===== config.mk =====
export PLATFORM = sky130hd
export DESIGN_NAME = button_gesture_classifier_top
export DESIGN_NICKNAME = d
export VERILOG_FILES = /design/src/hdl/bgc_pkg.sv /design/src/hdl/bgc_front.sv /design/src/hdl/bgc_queue.sv /design/src/hdl/bgc_back.sv /design/src/hdl/button_gesture_classifier_top.sv
export VERILOG_INCLUDE_DIRS = /design/src /design/src/hdl
export SDC_FILE = /design/constraint.sdc
export NUM_CORES = 1
export LEC_CHECK = 0
export BUFFER_PORTS_ARGS = -buffer_cell sky130_fd_sc_hd__buf_2
export CAP_MARGIN = 20
export CORE_ASPECT_RATIO = 1.2
export CORE_UTILIZATION = 35
export DETAILED_ROUTE_END_ITERATION = 8
export PLACE_DENSITY_LB_ADDON = 0.05
export SYNTH_ARGS = -nofsm -noshare
export SYNTH_HDL_FRONTEND = slang
export SYNTH_SLANG_ARGS = --single-unit

===== constraint.sdc =====
create_clock -name clk -period 5.1 [get_ports clk]
set_input_delay 0 -clock clk [delete_from_list [all_inputs] [get_ports clk]]
set_output_delay 0 -clock clk [all_outputs]
set_load 0.02 [all_outputs]

===== src/hdl/button_gesture_classifier_top_macros.svh =====
// Assertion macros shared by the button gesture classifier RTL.
`ifndef BUTTON_GESTURE_CLASSIFIER_TOP_MACROS_SVH
`define BUTTON_GESTURE_CLASSIFIER_TOP_MACROS_SVH

// Condition must hold on every clock outside reset.
`define BGC_ASSERT_ALWAYS(name, clk, rst, cond, msg) \
  name: assert property (@(posedge clk) disable iff (rst) (cond)) else $error(msg);

// Antecedent on one clock implies consequent on the next.
`define BGC_ASSERT_NEXT(name, clk, rst, ante, cons, msg) \
  name: assert property (@(posedge clk) disable iff (rst) (ante) |=> (cons)) else $error(msg);

`endif


===== src/hdl/bgc_pkg.sv =====
package bgc_pkg;

  localparam int TIMER_WIDTH_DEF = 16;
  localparam int MAX_CLICKS_DEF  = 4;

  localparam int CFG_W   = 16;
  localparam int CFG_IDX_W = 2;
  localparam int CODE_W  = 3;
  localparam int QUEUE_DEPTH = 2;

  // Register indexes on the configuration port.
  localparam logic [CFG_IDX_W-1:0] REG_DEBOUNCE = 2'd0;
  localparam logic [CFG_IDX_W-1:0] REG_LONG     = 2'd1;
  localparam logic [CFG_IDX_W-1:0] REG_WINDOW   = 2'd2;

  // Gesture codes.
  localparam logic [CODE_W-1:0] CODE_SINGLE = 3'd0;
  localparam logic [CODE_W-1:0] CODE_DOUBLE = 3'd1;
  localparam logic [CODE_W-1:0] CODE_TRIPLE = 3'd2;
  localparam logic [CODE_W-1:0] CODE_QUAD   = 3'd3;
  localparam logic [CODE_W-1:0] CODE_LONG   = 3'd4;

  localparam logic [CFG_W-1:0] DEBOUNCE_RESET = 16'd20;
  localparam logic [CFG_W-1:0] LONG_RESET     = 16'd800;
  localparam logic [CFG_W-1:0] WINDOW_RESET   = 16'd400;

  // One gesture result handed from the front to the queue.
  typedef struct packed {
    logic              valid;
    logic [CODE_W-1:0] code;
  } result_t;

endpackage


===== src/hdl/bgc_front.sv =====
module bgc_front #(
  parameter int TIMER_WIDTH = bgc_pkg::TIMER_WIDTH_DEF,
  parameter int MAX_CLICKS  = bgc_pkg::MAX_CLICKS_DEF
) (
  input  logic                          clk,
  input  logic                          rst,
  input  logic                          tick,
  input  logic                          raw_pressed,
  input  logic                          cfg_write,
  input  logic [bgc_pkg::CFG_IDX_W-1:0] cfg_index,
  input  logic [bgc_pkg::CFG_W-1:0]     cfg_data,
  output bgc_pkg::result_t              result
);

  localparam int CT_W  = $clog2(MAX_CLICKS + 1);
  localparam int CMP_W = (TIMER_WIDTH > bgc_pkg::CFG_W) ? TIMER_WIDTH : bgc_pkg::CFG_W;

  localparam logic [1:0] PH_IDLE    = 2'd0;
  localparam logic [1:0] PH_PRESSED = 2'd1;
  localparam logic [1:0] PH_WAITING = 2'd2;
  localparam logic [1:0] PH_RELWAIT = 2'd3;

  logic [bgc_pkg::CFG_W-1:0] debounce_len;
  logic [bgc_pkg::CFG_W-1:0] long_press_ticks;
  logic [bgc_pkg::CFG_W-1:0] click_window_len;

  logic [1:0]             phase, phase_next;
  logic                   previous_raw;
  logic [TIMER_WIDTH-1:0] debounce_count, debounce_count_next;
  logic                   debounce_running, debounce_running_next;
  logic                   recheck_pending, recheck_pending_next;
  logic [TIMER_WIDTH-1:0] held_count, held_count_next;
  logic [TIMER_WIDTH-1:0] window_count, window_count_next;
  logic [CT_W-1:0]        click_total, click_total_next;

  logic                   sample;
  logic [TIMER_WIDTH-1:0] debounce_load;
  logic [TIMER_WIDTH-1:0] held_inc;
  logic [TIMER_WIDTH-1:0] window_inc;
  logic [2:0]             total3;
  logic [bgc_pkg::CODE_W-1:0] click_code;
  bgc_pkg::result_t       result_next;

  assign debounce_load = TIMER_WIDTH'(debounce_len);
  assign held_inc   = (held_count == '1) ? held_count : held_count + 1'b1;
  assign window_inc = (window_count == '1) ? window_count : window_count + 1'b1;
  assign total3     = 3'(click_total);

  always_comb begin
    if (total3 >= 3'd4) begin
      click_code = bgc_pkg::CODE_QUAD;
    end else if (total3 == 3'd0) begin
      click_code = bgc_pkg::CODE_SINGLE;
    end else begin
      click_code = total3 - 3'd1;
    end
  end

  // Debounce timer: edge detect, then count down and sample at zero.
  always_comb begin
    debounce_running_next = debounce_running;
    debounce_count_next   = debounce_count;
    recheck_pending_next  = recheck_pending;
    sample                = 1'b0;
    if (raw_pressed != previous_raw) begin
      if (debounce_running) begin
        recheck_pending_next = 1'b1;
      end else begin
        debounce_running_next = 1'b1;
        debounce_count_next   = debounce_load;
      end
    end
    if (debounce_running_next) begin
      if (debounce_count_next == '0) begin
        sample = 1'b1;
        if (recheck_pending_next) begin
          recheck_pending_next = 1'b0;
          debounce_count_next  = debounce_load;
        end else begin
          debounce_running_next = 1'b0;
        end
      end else begin
        debounce_count_next = debounce_count_next - 1'b1;
      end
    end
  end

  // Gesture phase machine.
  always_comb begin
    phase_next        = phase;
    held_count_next   = held_count;
    window_count_next = window_count;
    click_total_next  = click_total;
    result_next       = '0;
    unique case (phase)
      PH_IDLE: begin
        if (sample && raw_pressed) begin
          phase_next       = PH_PRESSED;
          held_count_next  = '0;
          click_total_next = '0;
        end
      end
      PH_PRESSED: begin
        held_count_next = held_inc;
        if (CMP_W'(held_inc) >= CMP_W'(long_press_ticks)) begin
          result_next.valid = 1'b1;
          result_next.code  = bgc_pkg::CODE_LONG;
          phase_next        = PH_RELWAIT;
          click_total_next  = '0;
        end else if (sample && !raw_pressed) begin
          if (click_total < CT_W'(MAX_CLICKS)) begin
            click_total_next = click_total + 1'b1;
          end
          phase_next        = PH_WAITING;
          window_count_next = '0;
        end
      end
      PH_WAITING: begin
        if (sample && raw_pressed) begin
          phase_next      = PH_PRESSED;
          held_count_next = '0;
        end else begin
          window_count_next = window_inc;
          if (CMP_W'(window_inc) >= CMP_W'(click_window_len)) begin
            result_next.valid = 1'b1;
            result_next.code  = click_code;
            phase_next        = PH_IDLE;
            click_total_next  = '0;
          end
        end
      end
      PH_RELWAIT: begin
        if (sample && !raw_pressed) begin
          phase_next       = PH_IDLE;
          click_total_next = '0;
        end
      end
      default: begin
        phase_next = PH_IDLE;
      end
    endcase
  end

  always_ff @(posedge clk) begin
    if (rst) begin
      debounce_len     <= bgc_pkg::DEBOUNCE_RESET;
      long_press_ticks <= bgc_pkg::LONG_RESET;
      click_window_len <= bgc_pkg::WINDOW_RESET;
    end else if (cfg_write) begin
      case (cfg_index)
        bgc_pkg::REG_DEBOUNCE: debounce_len     <= cfg_data;
        bgc_pkg::REG_LONG:     long_press_ticks <= cfg_data;
        bgc_pkg::REG_WINDOW:   click_window_len <= cfg_data;
        default: ;
      endcase
    end
  end

  always_ff @(posedge clk) begin
    if (rst) begin
      phase            <= PH_IDLE;
      previous_raw     <= 1'b0;
      debounce_count   <= '0;
      debounce_running <= 1'b0;
      recheck_pending  <= 1'b0;
      held_count       <= '0;
      window_count     <= '0;
      click_total      <= '0;
    end else if (tick) begin
      phase            <= phase_next;
      previous_raw     <= raw_pressed;
      debounce_count   <= debounce_count_next;
      debounce_running <= debounce_running_next;
      recheck_pending  <= recheck_pending_next;
      held_count       <= held_count_next;
      window_count     <= window_count_next;
      click_total      <= click_total_next;
    end
  end

  assign result.valid = tick && result_next.valid;
  assign result.code  = result_next.code;

`include "button_gesture_classifier_top_macros.svh"

  `BGC_ASSERT_NEXT(a_long_enters_relwait, clk, rst, result.valid && (result.code == bgc_pkg::CODE_LONG), phase == PH_RELWAIT, "long press did not enter release wait")
  `BGC_ASSERT_ALWAYS(a_clicks_bounded, clk, rst, click_total <= CT_W'(MAX_CLICKS), "click total above limit")

endmodule


===== src/hdl/bgc_queue.sv =====
module bgc_queue (
  input  logic                       clk,
  input  logic                       rst,
  input  bgc_pkg::result_t           push,
  input  logic                       pop,
  output logic                       full,
  output logic                       not_empty,
  output logic [bgc_pkg::CODE_W-1:0] head_code
);

  localparam int DEPTH = bgc_pkg::QUEUE_DEPTH;
  localparam int PTR_W = (DEPTH > 1) ? $clog2(DEPTH) : 1;
  localparam int CNT_W = $clog2(DEPTH + 1);

  logic [bgc_pkg::CODE_W-1:0] slots [DEPTH];
  logic [PTR_W-1:0] wr_ptr;
  logic [PTR_W-1:0] rd_ptr;
  logic [CNT_W-1:0] count;
  logic             do_pop;

  assign full      = (count == CNT_W'(DEPTH));
  assign not_empty = (count != '0);
  assign head_code = slots[rd_ptr];
  assign do_pop    = pop && not_empty;

  always_ff @(posedge clk) begin
    if (push.valid) begin
      slots[wr_ptr] <= push.code;
    end
  end

  always_ff @(posedge clk) begin
    if (rst) begin
      wr_ptr <= '0;
      rd_ptr <= '0;
      count  <= '0;
    end else begin
      if (push.valid) begin
        wr_ptr <= (wr_ptr == PTR_W'(DEPTH - 1)) ? '0 : wr_ptr + 1'b1;
      end
      if (do_pop) begin
        rd_ptr <= (rd_ptr == PTR_W'(DEPTH - 1)) ? '0 : rd_ptr + 1'b1;
      end
      case ({push.valid, do_pop})
        2'b10:   count <= count + 1'b1;
        2'b01:   count <= count - 1'b1;
        default: count <= count;
      endcase
    end
  end

`include "button_gesture_classifier_top_macros.svh"

  `BGC_ASSERT_ALWAYS(a_no_push_when_full, clk, rst, !(push.valid && full), "push into full queue")
  `BGC_ASSERT_NEXT(a_pop_drains, clk, rst, do_pop && !push.valid, count == ($past(count) - CNT_W'(1)), "pop did not drain an entry")

endmodule


===== src/hdl/bgc_back.sv =====
module bgc_back (
  input  logic                       clk,
  input  logic                       rst,
  input  logic                       q_valid,
  input  logic [bgc_pkg::CODE_W-1:0] q_code,
  output logic                       pop,
  output logic                       out_valid,
  input  logic                       out_stall,
  output logic [bgc_pkg::CODE_W-1:0] gesture_code
);

  logic take;

  // Reload the output register when it is empty or its beat leaves now.
  assign take = !out_valid || !out_stall;
  assign pop  = take && q_valid;

  always_ff @(posedge clk) begin
    if (rst) begin
      out_valid <= 1'b0;
    end else if (take) begin
      out_valid <= q_valid;
    end
  end

  always_ff @(posedge clk) begin
    if (pop) begin
      gesture_code <= q_code;
    end
  end

endmodule


===== src/hdl/button_gesture_classifier_top.sv =====
// Button gesture classifier. Each input beat is one tick carrying the raw
// button level (raw_pressed, 1 = pressed). A level change starts a debounce
// timer loaded from the debounce register; the level is sampled when it
// expires, and an edge seen during the wait re-arms one more wait. A qualified
// press that is held for the long-press count yields gesture_code 4 (long) at
// once, then the block waits silently for release. Short presses are counted
// (saturating at MAX_CLICKS); once the multi-click window passes after a
// release with no new press, the block yields 0 single, 1 double, 2 triple or
// 3 quad-or-more. A tick yields zero or one output beat. Throughput is one
// tick per clock: the tick front end updates its counters and phase on each
// accepted tick, and results pass through a two-entry queue to a registered
// output stage, so in_stall rises only when that queue is full because
// out_stall has held results back. A result is written into the queue on
// the edge that accepts its tick, and out_valid is registered from the queue.
// Registers are written through cfg_valid/cfg_ready (always ready) with
// cfg_index 0 debounce, 1 long press, 2 multi-click window; index 3 is
// ignored. Write them only while the block is idle.
module button_gesture_classifier_top #(
  parameter int TIMER_WIDTH = bgc_pkg::TIMER_WIDTH_DEF,
  parameter int MAX_CLICKS  = bgc_pkg::MAX_CLICKS_DEF
) (
  input  logic                          clk,
  input  logic                          rst,
  input  logic                          in_valid,
  output logic                          in_stall,
  input  logic                          raw_pressed,
  output logic                          out_valid,
  input  logic                          out_stall,
  output logic [bgc_pkg::CODE_W-1:0]    gesture_code,
  input  logic                          cfg_valid,
  output logic                          cfg_ready,
  input  logic [bgc_pkg::CFG_IDX_W-1:0] cfg_index,
  input  logic [bgc_pkg::CFG_W-1:0]     cfg_data
);

  logic                       tick;
  bgc_pkg::result_t           result;
  logic                       q_full;
  logic                       q_valid;
  logic [bgc_pkg::CODE_W-1:0] q_code;
  logic                       pop;

  // Hold the tick stream only when no room is left for a result.
  assign in_stall  = q_full;
  assign tick      = in_valid && !in_stall;
  assign cfg_ready = 1'b1;

  bgc_front #(
    .TIMER_WIDTH (TIMER_WIDTH),
    .MAX_CLICKS  (MAX_CLICKS)
  ) u_front (
    .clk         (clk),
    .rst         (rst),
    .tick        (tick),
    .raw_pressed (raw_pressed),
    .cfg_write   (cfg_valid && cfg_ready),
    .cfg_index   (cfg_index),
    .cfg_data    (cfg_data),
    .result      (result)
  );

  // Decouple result production from the output handshake.
  bgc_queue u_queue (
    .clk       (clk),
    .rst       (rst),
    .push      (result),
    .pop       (pop),
    .full      (q_full),
    .not_empty (q_valid),
    .head_code (q_code)
  );

  // Drive the registered output beat.
  bgc_back u_back (
    .clk          (clk),
    .rst          (rst),
    .q_valid      (q_valid),
    .q_code       (q_code),
    .pop          (pop),
    .out_valid    (out_valid),
    .out_stall    (out_stall),
    .gesture_code (gesture_code)
  );

endmodule

==> impl_table.tex, run 1 <==
\begin{tabular}{lr}
\hline
Metric & Value \\
\hline
\multicolumn{2}{l}{\textbf{Status}} \\
Outcome & complete, no violations \\
\multicolumn{2}{l}{\textbf{Worst setup path}} \\
Stage delay of the slowest cell on the critical path & 0.50 ns \\
Crit path cell chain & ha\_1, nand2\_1, nor4\_1, buf\_4, and3\_1, nor2\_1, nand3\_1, xnor2\_1, ha\_1, o21a\_1, nor2\_1, or4\_1, o211a\_1, o41a\_1, or4b\_4, a21o\_1, a32o\_1 \\
Biggest fanout along the worst timing path & 6 \\
WP data required & 5.40 ns \\
CP endpoint kind & flop \\
CP Data Arrival Time & about 4.7 ns \\
Nature of the critical path startpoint & flop \\
Highest-delay cell along the critical path & sky130\_fd\_sc\_hd\_\_or4\_1 \\
Critical Setup Path Class & reg2reg \\
\multicolumn{2}{l}{\textbf{Timing}} \\
Sum of negative setup slack & 0 ns \\
Relative slew slack & 34.4\% \\
Maximum clock skew at final layout & 0.0139 ns \\
Final Hold Violating Endpoints & 0 \\
Total count of max-transition violations in the final report & 0 \\
Final worst-path setup slack & 0.659 ns \\
F\_max & 225 MHz \\
Tcrit/Tclk final & between 80 and 90\% \\
Setup repair after global routing missed its margin & false \\
Time the final worst path needs with I/O delays and setup & 4.44 ns \\
Final-report setup violation count & 0 \\
Transition at the pin with the smallest max-transition slack & around 0.98 ns \\
\multicolumn{2}{l}{\textbf{Clock network}} \\
Number of buffers inserted during clock tree synthesis & 17 \\
Clock sink total & $\sim$120 \\
Hold buffers post-CTS & 19 \\
Reg clk slew, reported paths & 0.06 ns \\
Clock tree from TritonCTS & built \\
Clk\_lat worst skew & between 0.4 and 0.5 ns \\
Number of gates resized after CTS & 0 \\
CTS HTree Levels & 4 \\
Total setup buffers inserted after CTS & 0 \\
Number of buffers on the longest clock path & 2 \\
Clock root buffer master & sky130\_fd\_sc\_hd\_\_clkbuf\_16 \\
\multicolumn{2}{l}{\textbf{Hold path}} \\
HP Class & in2reg \\
\multicolumn{2}{l}{\textbf{Placed design}} \\
Placement Setup Slack & 0.713 ns \\
Half-perimeter wire length after placement & 15.3 mm \\
Count of buffers from port buffering & 28 \\
Routability Congestion & 0.833 \\
\multicolumn{2}{l}{\textbf{Detailed routing}} \\
Detail Route Antenna Nets & 0 \\
Post-route DRC violation count & 0 \\
Via count & 6788 \\
Routed wire length & about 22 mm \\
WL per Instance & 17.4 um \\
Initial DRC Count & just over 400 \\
Iteration count of the initial detailed-routing pass & 5 \\
Average via count per standard cell & 5.43 \\
\multicolumn{2}{l}{\textbf{Global routing}} \\
Vias in the first global route & 6519 \\
Initial antenna violation count & 0 \\
Global-route wire length before repair & between 30 and 40 mm \\
Pin count of the biggest net entering global routing & 67 \\
Global route overflow & 0 \\
GRT Resource Usage Total & 21.2\% \\
\multicolumn{2}{l}{\textbf{Finish}} \\
Fraction of layout cells with a size suffix above 1 & around 9.1\% \\
Layout Area Growth over Synthesis & 16.5\% \\
\# nets final & 1041 \\
Inserted Diodes & 0 \\
\multicolumn{2}{l}{\textbf{Pwr}} \\
Power per cell area & 331 nW/um\^{}2 \\
Static leakage & 0.00326 uW \\
Combinational share of power & 17.0\% \\
Switching part of the total power & 28.8\% \\
Worst voltage drop across the vdd grid & 0.219 mV \\
Internal power component & slightly below 2000 uW \\
Portion of total power attributed to sequential cells & 36.9\% \\
Switching component of the power & 803 uW \\
Clock group share of total power & a little under half \\
\multicolumn{2}{l}{\textbf{Floorplanning}} \\
Die Ht & 159 um \\
Overall die area & 21200 um\^{}2 \\
Num rows & 57 \\
Area of the core & 20300 um\^{}2 \\
Starting density of the core & 35.7\% \\
IO Count & 30 \\
Die Width & 133 um \\
\multicolumn{2}{l}{\textbf{Synth}} \\
Total of flip-flops plus latches after synthesis & 118 \\
Sequential share of the synthesized area & between 30\% and 40\% \\
Synthesized area divided by synthesized cell count & 7.68 um\^{}2 \\
Synth area leader & sky130\_fd\_sc\_hd\_\_dfxtp\_1 \\
Primary FF master, synth & sky130\_fd\_sc\_hd\_\_dfxtp\_1 \\
Number of synthesized flops with an enable pin & 9 \\
Async SR Flop Fraction & 0\% \\
Nets in the synthesized netlist & 1012 \\
Top post-synthesis cells by area & sky130\_fd\_sc\_hd\_\_dfxtp\_1, sky130\_fd\_sc\_hd\_\_nand2\_1, sky130\_fd\_sc\_hd\_\_ha\_1 \\
Post-synth design cell area & a little over 7000 um\^{}2 \\
Area share of the leading cell type in the synthesized netlist & 30.2\% \\
Cells after Synth & 942 \\
Library cells used by synthesis & 73 \\
Yosys warns & 0 \\
\multicolumn{2}{l}{\textbf{Job}} \\
Count of maximum capacitance violations & 0 \\
\hline
\end{tabular}
-- registers in the layout, indices dropped and copies added (netlist names) --
signal and count:
u_front.long_press_ticks 16, u_front.phase 2, u_front.held_count 16, u_queue.wr_ptr 1
u_front.window_count 16, u_front.recheck_pending 1, u_front.previous_raw 1, u_queue.slots 6
u_front.click_total 3, u_front.debounce_len 16, u_front.click_window_len 16, u_queue.count 2
u_queue.rd_ptr 1, u_back.gesture_code 3, u_front.debounce_running 1, u_back.out_valid 1
u_front.debounce_count 16
-- worst max-delay path, delay by kind of cell (launching register included) --
kind            cells  cell delay (ns)
compound gates      5             1.21
xor+xnor            1             0.09
fa+ha+maj           2             0.55
buf+inv             1             0.19
flops               1             0.39
simple gates        8             1.89
-- metal layers --
metal | vias to the layer above | global-route usage (%) | part of all wire [%]
li1 | 3431 | - | -
met1 | 3230 | 26.4 | 46
met2 | 104 | 36.9 | 50
met3 | 23 | 3.44 | 2.7
met4 | 0 | 6.82 | 1.6
met5 | - | 0 | 0
-- cell families (layout without fill, tap and decap cells) --
logic type,count (synthesis),count (layout),share of synthesized area [%]
other,1,1,0.0519
AND/OR/NAND/NOR,389,389,25.4
XOR/XNOR,27,27,3.37
flip-flops,118,118,33.9
AO/OA/AOI/OAI,242,242,20.8
adder cells (fa/ha/maj),46,46,7.96
buffers and inverters,98,140,5.30
multiplexers,21,21,3.18
-- layout make-up --
| type | count | area [um^2] |
|---|---|---|
| fillers | 2086 | 11800 |
| inverters | 49 | 184 |
| clock inverters | 10 | 144 |
| well taps | 265 | 332 |
| flip-flops and latches | 118 | 2450 |
| repair buffers | 59 | 423 |
| multi-input cells | 726 | 4400 |
| clock buffers | 22 | 485 |
-- cells in the mapped netlist, types with 13 or more instances --
cell and n:
sky130_fd_sc_hd__o21ai_0 34, sky130_fd_sc_hd__nand3_1 47, sky130_fd_sc_hd__clkbuf_1 38, sky130_fd_sc_hd__a21oi_1 110, sky130_fd_sc_hd__nor3_1 20, sky130_fd_sc_hd__xnor2_1 21
sky130_fd_sc_hd__mux2i_1 14, sky130_fd_sc_hd__inv_1 48, sky130_fd_sc_hd__dfxtp_1 109, sky130_fd_sc_hd__nand2_1 179, sky130_fd_sc_hd__and3_1 18, sky130_fd_sc_hd__ha_1 46
sky130_fd_sc_hd__or3_1 13, sky130_fd_sc_hd__nor2_1 50
-- layout by cell type, fill, tap and decap left out, drive strengths merged, types with 6 or more instances in the layout --
cell type,instances
a211oi,8
a21o,9
a21oi,110
a31o,6
a31oi,9
and2,6
and3,18
buf,40
clkbuf,22
dfxtp,109
dlygate4sd3,19
edfxtp,9
ha,46
inv,48
mux2,6
mux2i,14
nand2,179
nand2b,7
nand3,47
nand4,12
nor2,50
nor3,20
nor4,8
o211ai,12
o21a,7
o21ai,35
o22ai,6
or3,13
or4,6
xnor2,22
-- power groups by stage --
stage          Combinational [uW]  Clock [uW]  Sequential (uW)
3_3_place_gp                  463           0             1050
3_5_place_dp                  459           0             1040
4_1_cts                       472        1320             1030
5_1_grt                       523        1360             1030
6_report                      472        1290             1030
2_1_floorplan                 332           0             1030
-- stage by stage --
stage / utilization, % / instances / cell area (um^2) / hold slack [ns] / total power, uW
5_1_grt: 41.6 / 1249 / 8420 / 0.0835 / 2910
2_1_floorplan: - / 942 / 7230 / 0.124 / 1370
3_3_place_gp: 37.5 / 1198 / 7600 / 0.268 / 1510
6_report: 41.6 / 1249 / 8420 / 0.0482 / 2780
3_5_place_dp: 37.5 / 1198 / 7600 / 0.267 / 1500
4_1_cts: 41.6 / 1249 / 8420 / 0.0320 / 2810
-- path summary, 6_finish.rpt --
check                                 end  depth (start not counted)                         start  slack (ns)
max reg2reg        u_front.click_total[0]                         17         u_front.held_count[0]        0.66
max                u_front.click_total[0]                         17         u_front.held_count[0]        0.66
min reg2reg  u_front.long_press_ticks[14]                          2  u_front.long_press_ticks[14]        0.45
min               u_front.debounce_len[1]                          4                  cfg_index[1]        0.05
(Power assumes the default switching activity.)
==> inputs of run 2 (changes only) <==
--- a/config.mk
+++ b/config.mk
@@ -9,7 +9,8 @@
 export BUFFER_PORTS_ARGS = -buffer_cell sky130_fd_sc_hd__buf_2
 export CAP_MARGIN = 20
 export CORE_ASPECT_RATIO = 1.2
-export CORE_UTILIZATION = 35
+export CORE_MARGIN = 4
+export CORE_UTILIZATION = 50
 export DETAILED_ROUTE_END_ITERATION = 8
 export PLACE_DENSITY_LB_ADDON = 0.05
 export SYNTH_ARGS = -nofsm -noshare
==> impl_table.tex, run 2 (synthesis gave the netlist of run 1 again) <==
\begin{tabular}{lr}
\hline
Metric & Value \\
\hline
\multicolumn{2}{l}{\textbf{Status}} \\
Outcome & complete, no violations \\
\multicolumn{2}{l}{\textbf{Worst setup path}} \\
CP endpoint kind & flop \\
CP Data Arrival Time & roughly 5 ns \\
Highest-delay cell along the critical path & sky130\_fd\_sc\_hd\_\_or4\_1 \\
Kind of cell adding the most delay to the critical path & simple AND/OR/NAND/NOR gates \\
Stage delay of the slowest cell on the critical path & 0.55 ns \\
WP data required & 5.41 ns \\
Critical Setup Path Class & reg2reg \\
Worst path bufs/invs & 1 \\
Nature of the critical path startpoint & flop \\
Biggest fanout along the worst timing path & 10 \\
Cell type with the highest occurrence count on the critical path & sky130\_fd\_sc\_hd\_\_ha\_1 \\
Crit path cell chain & ha\_1, nand2\_1, nor4\_1, buf\_4, nand3\_1, nand2b\_1, nor3\_1, xnor2\_1, ha\_1, nand4\_1, or4\_1, o211a\_1, o41a\_1, or4b\_4, a21o\_1, a32o\_1 \\
\multicolumn{2}{l}{\textbf{Detailed routing}} \\
Detail Route Antenna Nets & 0 \\
Initial DRC Count & 580 \\
Average via count per standard cell & just over 6 \\
Via count & 6991 \\
Routed wire length & about 20 mm \\
Iteration count of the initial detailed-routing pass & 5 \\
WL per Instance & 17.7 um \\
Post-route DRC violation count & 0 \\
\multicolumn{2}{l}{\textbf{Timing}} \\
F\_max & 216 MHz \\
Relative slew slack & 34.1\% \\
Maximum clock skew at final layout & 0.00656 ns \\
Final-report setup violation count & 0 \\
Setup repair after global routing missed its margin & false \\
Final Hold Violating Endpoints & 0 \\
Time the final worst path needs with I/O delays and setup & 4.64 ns \\
Tcrit/Tclk final & between 90\% and 100\% \\
Transition at the pin with the smallest max-transition slack & between 0.9 and 1 ns \\
Sum of negative setup slack & 0 ns \\
Total count of max-transition violations in the final report & 0 \\
\multicolumn{2}{l}{\textbf{Job}} \\
Count of maximum capacitance violations & 0 \\
\multicolumn{2}{l}{\textbf{Finish}} \\
Fraction of layout cells with a size suffix above 1 & 8.66\% \\
Layout Area Growth over Synthesis & 13.5\% \\
\# nets final & approximately 1000 \\
Final cell count without fillers & 1153 \\
Final core occ & a little under 60\% \\
Commonest cells after routing, fill and taps aside & sky130\_fd\_sc\_hd\_\_nand2\_1, sky130\_fd\_sc\_hd\_\_a21oi\_1, sky130\_fd\_sc\_hd\_\_dfxtp\_1 \\
Commonest non-fill, non-tap cell in the layout & sky130\_fd\_sc\_hd\_\_nand2\_1 \\
Inserted Diodes & 0 \\
\multicolumn{2}{l}{\textbf{Floorplanning}} \\
Overall die area & 16500 um\^{}2 \\
Starting density of the core & 51.7\% \\
Area of the core & 14000 um\^{}2 \\
Num rows & 47 \\
IO Count & 30 \\
Die Width & 118 um \\
Die Ht & 140 um \\
\multicolumn{2}{l}{\textbf{Global routing}} \\
Global route overflow & 0 \\
Global-route wire length before repair & between 30 and 40 mm \\
Initial antenna violation count & 0 \\
Vias in the first global route & $\sim$6800 \\
Pin count of the biggest net entering global routing & 56 \\
GRT Resource Usage Total & around a quarter \\
\multicolumn{2}{l}{\textbf{Pwr}} \\
Power per cell area & roughly 320 nW/um\^{}2 \\
Worst voltage drop across the vdd grid & 0.153 mV \\
Static leakage & 0.00322 uW \\
\multicolumn{2}{l}{\textbf{Clock network}} \\
Total setup buffers inserted after CTS & 0 \\
Hold buffers post-CTS & 18 \\
Number of buffers inserted during clock tree synthesis & 17 \\
Clock sink total & 118 \\
Number of gates resized after CTS & 0 \\
Clock root buffer master & sky130\_fd\_sc\_hd\_\_clkbuf\_16 \\
Number of buffers on the longest clock path & 2 \\
Reg clk slew, reported paths & 0.05 ns \\
Clk\_lat worst skew & 0.42 ns \\
CTS HTree Levels & 4 \\
Clock tree from TritonCTS & built \\
\multicolumn{2}{l}{\textbf{Placed design}} \\
Count of buffers from port buffering & 28 \\
Routability Congestion & 0.902 \\
Half-perimeter wire length after placement & 14.4 mm \\
Cells after DPL & $\sim$1100 \\
\multicolumn{2}{l}{\textbf{Hold path}} \\
HP Class & in2reg \\
\hline
\end{tabular}
[run 2: power breakdown]
group | internal, uW | switching, uW
sequential | 978 | 43.0
clock | 707 | 424
combinational | 178 | 301
total | 1860 | 769
[run 2: per-layer routing]
metal / track usage [%] / vias up / share of wire, %
met3: 3.90 / 49 / 4.6
met2: 42.6 / 220 / 49
met5: 0 / - / 0
met1: 30.5 / 3296 / 43
met4: 12.2 / 0 / 3.1
li1: - / 3426 / -
[run 2: area by class of cell]
class	instances	area, um^2
Tap cell	171	214
Clock inverter	8	72.6
Multi-Input combinational cell	726	4400
Inverter	49	184
Fill cell	1308	5790
Sequential cell	118	2450
Clock buffer	24	483
Timing Repair Buffer	57	403
[run 2: worst reg2reg max path, stage by stage, from the launching register on]
cell and delay, ns:
sky130_fd_sc_hd__dfxtp_1 0.42, sky130_fd_sc_hd__ha_1 0.26, sky130_fd_sc_hd__nand2_1 0.12, sky130_fd_sc_hd__nor4_1 0.20, sky130_fd_sc_hd__buf_4 0.19, sky130_fd_sc_hd__nand3_1 0.29
sky130_fd_sc_hd__nand2b_1 0.25, sky130_fd_sc_hd__nor3_1 0.11, sky130_fd_sc_hd__xnor2_1 0.14, sky130_fd_sc_hd__ha_1 0.32, sky130_fd_sc_hd__nand4_1 0.12, sky130_fd_sc_hd__or4_1 0.55
sky130_fd_sc_hd__o211a_1 0.31, sky130_fd_sc_hd__o41a_1 0.37, sky130_fd_sc_hd__or4b_4 0.50, sky130_fd_sc_hd__a21o_1 0.18, sky130_fd_sc_hd__a32o_1 0.22
[run 2: worst paths after layout]
kind	cells after the start	from	to	slack, ns
min	5	cfg_index[1]	u_front.debounce_len[9]	0.13
min reg2reg	2	u_front.long_press_ticks[11]	u_front.long_press_ticks[11]	0.46
max reg2reg	16	u_front.held_count[0]	u_front.click_total[0]	0.46
max	16	u_front.held_count[0]	u_front.click_total[0]	0.46
[run 2: per-stage QoR]
step / area [um^2] / total power [uW] / hold slack (ns) / setup WS, ns
final: 8200 / 2630 / 0.126 / 0.460
after global routing: 8200 / 2750 / 0.147 / 0.0858
after CTS: 8200 / 2640 / 0.117 / 0.477
after detailed placement: 7470 / 1500 / 0.285 / 0.520
after global placement: 7470 / 1480 / 0.258 / 0.725
after floorplan: 7230 / 1370 / 0.124 / 0.681
==> inputs of run 3 (changes only) <==
==> constraint.sdc (replaced) <==
create_clock -name clk -period 4.4 [get_ports clk]
set_input_delay 0 -clock clk [delete_from_list [all_inputs] [get_ports clk]]
set_output_delay 0 -clock clk [all_outputs]
set_load 0.02 [all_outputs]
==> impl_table.tex, run 3 (synthesis gave the netlist of run 1 again) <==
\begin{tabular}{lr}
\hline
Metric & Value \\
\hline
\multicolumn{2}{l}{\textbf{Finish}} \\
Commonest cells after routing, fill and taps aside & sky130\_fd\_sc\_hd\_\_nand2\_1, sky130\_fd\_sc\_hd\_\_a21oi\_1, sky130\_fd\_sc\_hd\_\_dfxtp\_1 \\
\# nets final & 1047 \\
Fraction of layout cells with a size suffix above 1 & 10.6\% \\
Commonest non-fill, non-tap cell in the layout & sky130\_fd\_sc\_hd\_\_nand2\_1 \\
Layout Area Growth over Synthesis & 14.8\% \\
Inserted Diodes & 0 \\
Cell area after layout & approximately 8300 um\^{}2 \\
\multicolumn{2}{l}{\textbf{Global routing}} \\
Pin count of the biggest net entering global routing & 63 \\
Global-route wire length before repair & 32.6 mm \\
Global route overflow & 0 \\
GRT Resource Usage Total & between 20\% and 30\% \\
Initial antenna violation count & 0 \\
Vias in the first global route & 6594 \\
\multicolumn{2}{l}{\textbf{Status}} \\
Outcome & complete, no violations \\
\multicolumn{2}{l}{\textbf{Clock network}} \\
Number of buffers on the longest clock path & 2 \\
Clock root buffer master & sky130\_fd\_sc\_hd\_\_clkbuf\_16 \\
Number of buffers inserted during clock tree synthesis & 17 \\
Clock sink total & approximately 120 \\
Clk\_lat worst skew & 0.41 ns \\
Reg clk slew, reported paths & 0.05 ns \\
Clock tree from TritonCTS & built \\
CTS HTree Levels & 4 \\
\multicolumn{2}{l}{\textbf{Detailed routing}} \\
Via count & 7074 \\
Average via count per standard cell & 6.11 \\
Routed wire length & between 20 and 25 mm \\
Detail Route Antenna Nets & 0 \\
Initial DRC Count & $\sim$520 \\
WL per Instance & approximately 18 um \\
Post-route DRC violation count & 0 \\
Iteration count of the initial detailed-routing pass & 5 \\
\multicolumn{2}{l}{\textbf{Worst setup path}} \\
Nature of the critical path startpoint & flop \\
Cell type with the highest occurrence count on the critical path & sky130\_fd\_sc\_hd\_\_ha\_2 \\
Highest-delay cell along the critical path & sky130\_fd\_sc\_hd\_\_or4\_1 \\
Critical Setup Path Class & reg2reg \\
WP data required & 4.71 ns \\
Biggest fanout along the worst timing path & 6 \\
Worst path bufs/invs & 1 \\
CP endpoint kind & flop \\
Stage delay of the slowest cell on the critical path & about 0.5 ns \\
CP Data Arrival Time & 4.56 ns \\
Crit path cell chain & ha\_2, nand2\_1, nor4\_4, nand3\_2, buf\_4, nand4\_1, xnor2\_1, ha\_2, o21a\_1, nor2\_1, or4\_1, o211a\_4, o41a\_1, or4b\_4, a21o\_1, a31o\_1 \\
Kind of cell adding the most delay to the critical path & simple AND/OR/NAND/NOR gates \\
\multicolumn{2}{l}{\textbf{Floorplanning}} \\
IO Count & 30 \\
Area of the core & approximately 14000 um\^{}2 \\
Die Ht & 140 um \\
Overall die area & 16500 um\^{}2 \\
Num rows & 47 \\
Die Width & 118 um \\
Starting density of the core & 51.7\% \\
\multicolumn{2}{l}{\textbf{Timing}} \\
Final-report setup violation count & 0 \\
Time the final worst path needs with I/O delays and setup & 4.25 ns \\
F\_max & 235 MHz \\
Maximum clock skew at final layout & 0.00992 ns \\
Total count of max-transition violations in the final report & 0 \\
Final worst-path setup slack & 0.149 ns \\
Final Hold Violating Endpoints & 0 \\
Tcrit/Tclk final & 96.6\% \\
Transition at the pin with the smallest max-transition slack & 0.823 ns \\
Relative slew slack & 45.1\% \\
\multicolumn{2}{l}{\textbf{Pwr}} \\
Power per cell area & 361 nW/um\^{}2 \\
Worst voltage drop across the vdd grid & around 0.23 mV \\
Overall Power & 3000 uW \\
Static leakage & 0.00327 uW \\
\multicolumn{2}{l}{\textbf{Hold path}} \\
HP Class & in2reg \\
\multicolumn{2}{l}{\textbf{Placed design}} \\
Placement Setup Slack & about 0.15 ns \\
Area post-placement & 7530 um\^{}2 \\
Half-perimeter wire length after placement & 14.3 mm \\
Routability Congestion & 0.908 \\
Count of buffers from port buffering & 28 \\
\multicolumn{2}{l}{\textbf{Job}} \\
Count of maximum capacitance violations & 0 \\
\hline
\end{tabular}
[run 3: layout make-up]
cell class                      instances  area, um^2
Multi-Input combinational cell        726        4460
Timing Repair Buffer                   65         463
Clock inverter                          6        55.1
Sequential cell                       118        2450
Inverter                               49         184
Clock buffer                           23         468
Tap cell                              171         214
Fill cell                            1267        5700
[run 3: repair_timing]
item | in CTS | in global routing
endpoints found under the hold margin | 50 | 0
setup endpoints to repair | 0 | 11
hold buffers | 18 | 0
gates resized for setup | 0 | 14
setup buffers | 0 | 1
[run 3: path summary, 6_finish.rpt]
kind | from | endpoint | slack (ns) | cells past startpoint
worst max-delay path | u_front.held_count[0] | u_front.click_total[1] | 0.15 | 16
worst min-delay path | cfg_index[1] | u_front.debounce_len[8] | 0.15 | 5
worst max register to register | u_front.held_count[0] | u_front.click_total[1] | 0.15 | 16
worst min register to register | u_front.long_press_ticks[10] | u_front.long_press_ticks[10] | 0.46 | 2
[run 3: metal layers]
metal | wire length [um] | GRT usage (%) | vias up
met5 | 0 | 0 | -
met4 | 578 | 10.5 | 0
met3 | 979 | 4.87 | 43
met2 | 9940 | 41.3 | 228
met1 | 8990 | 29.8 | 3371
li1 | - | - | 3432
[run 3: report_power, final]
| group | internal [uW] | total (uW) | switching [uW] |
|---|---|---|---|
| Clock | 790 | 1260 | 471 |
| Combinational | 209 | 553 | 344 |
| Sequential | 1130 | 1180 | 50.7 |
| Total | 2130 | 3000 | 866 |
[run 3: metrics by stage]
| stage | setup TNS, ns | hold slack, ns | utilization (%) | instances |
|---|---|---|---|---|
| after floorplan | 0 | 0.124 | - | 942 |
| after global placement | 0 | 0.259 | 53.8 | 1110 |
| after detailed placement | 0 | 0.268 | 53.8 | 1110 |
| after CTS | 0 | 0.121 | 58.8 | 1157 |
| after global routing | -0.0435 | 0.176 | 59.3 | 1158 |
| final | 0 | 0.149 | 59.3 | 1158 |
[run 3: worst register-to-register path: cells and delay by family, from the launching register on]
| kind | cells | cell delay [ns] |
|---|---|---|
| compound gates | 5 | 1.13 |
| xor+xnor | 1 | 0.11 |
| fa+ha+maj | 2 | 0.55 |
| buf+inv | 1 | 0.19 |
| flops | 1 | 0.37 |
| simple gates | 7 | 1.79 |
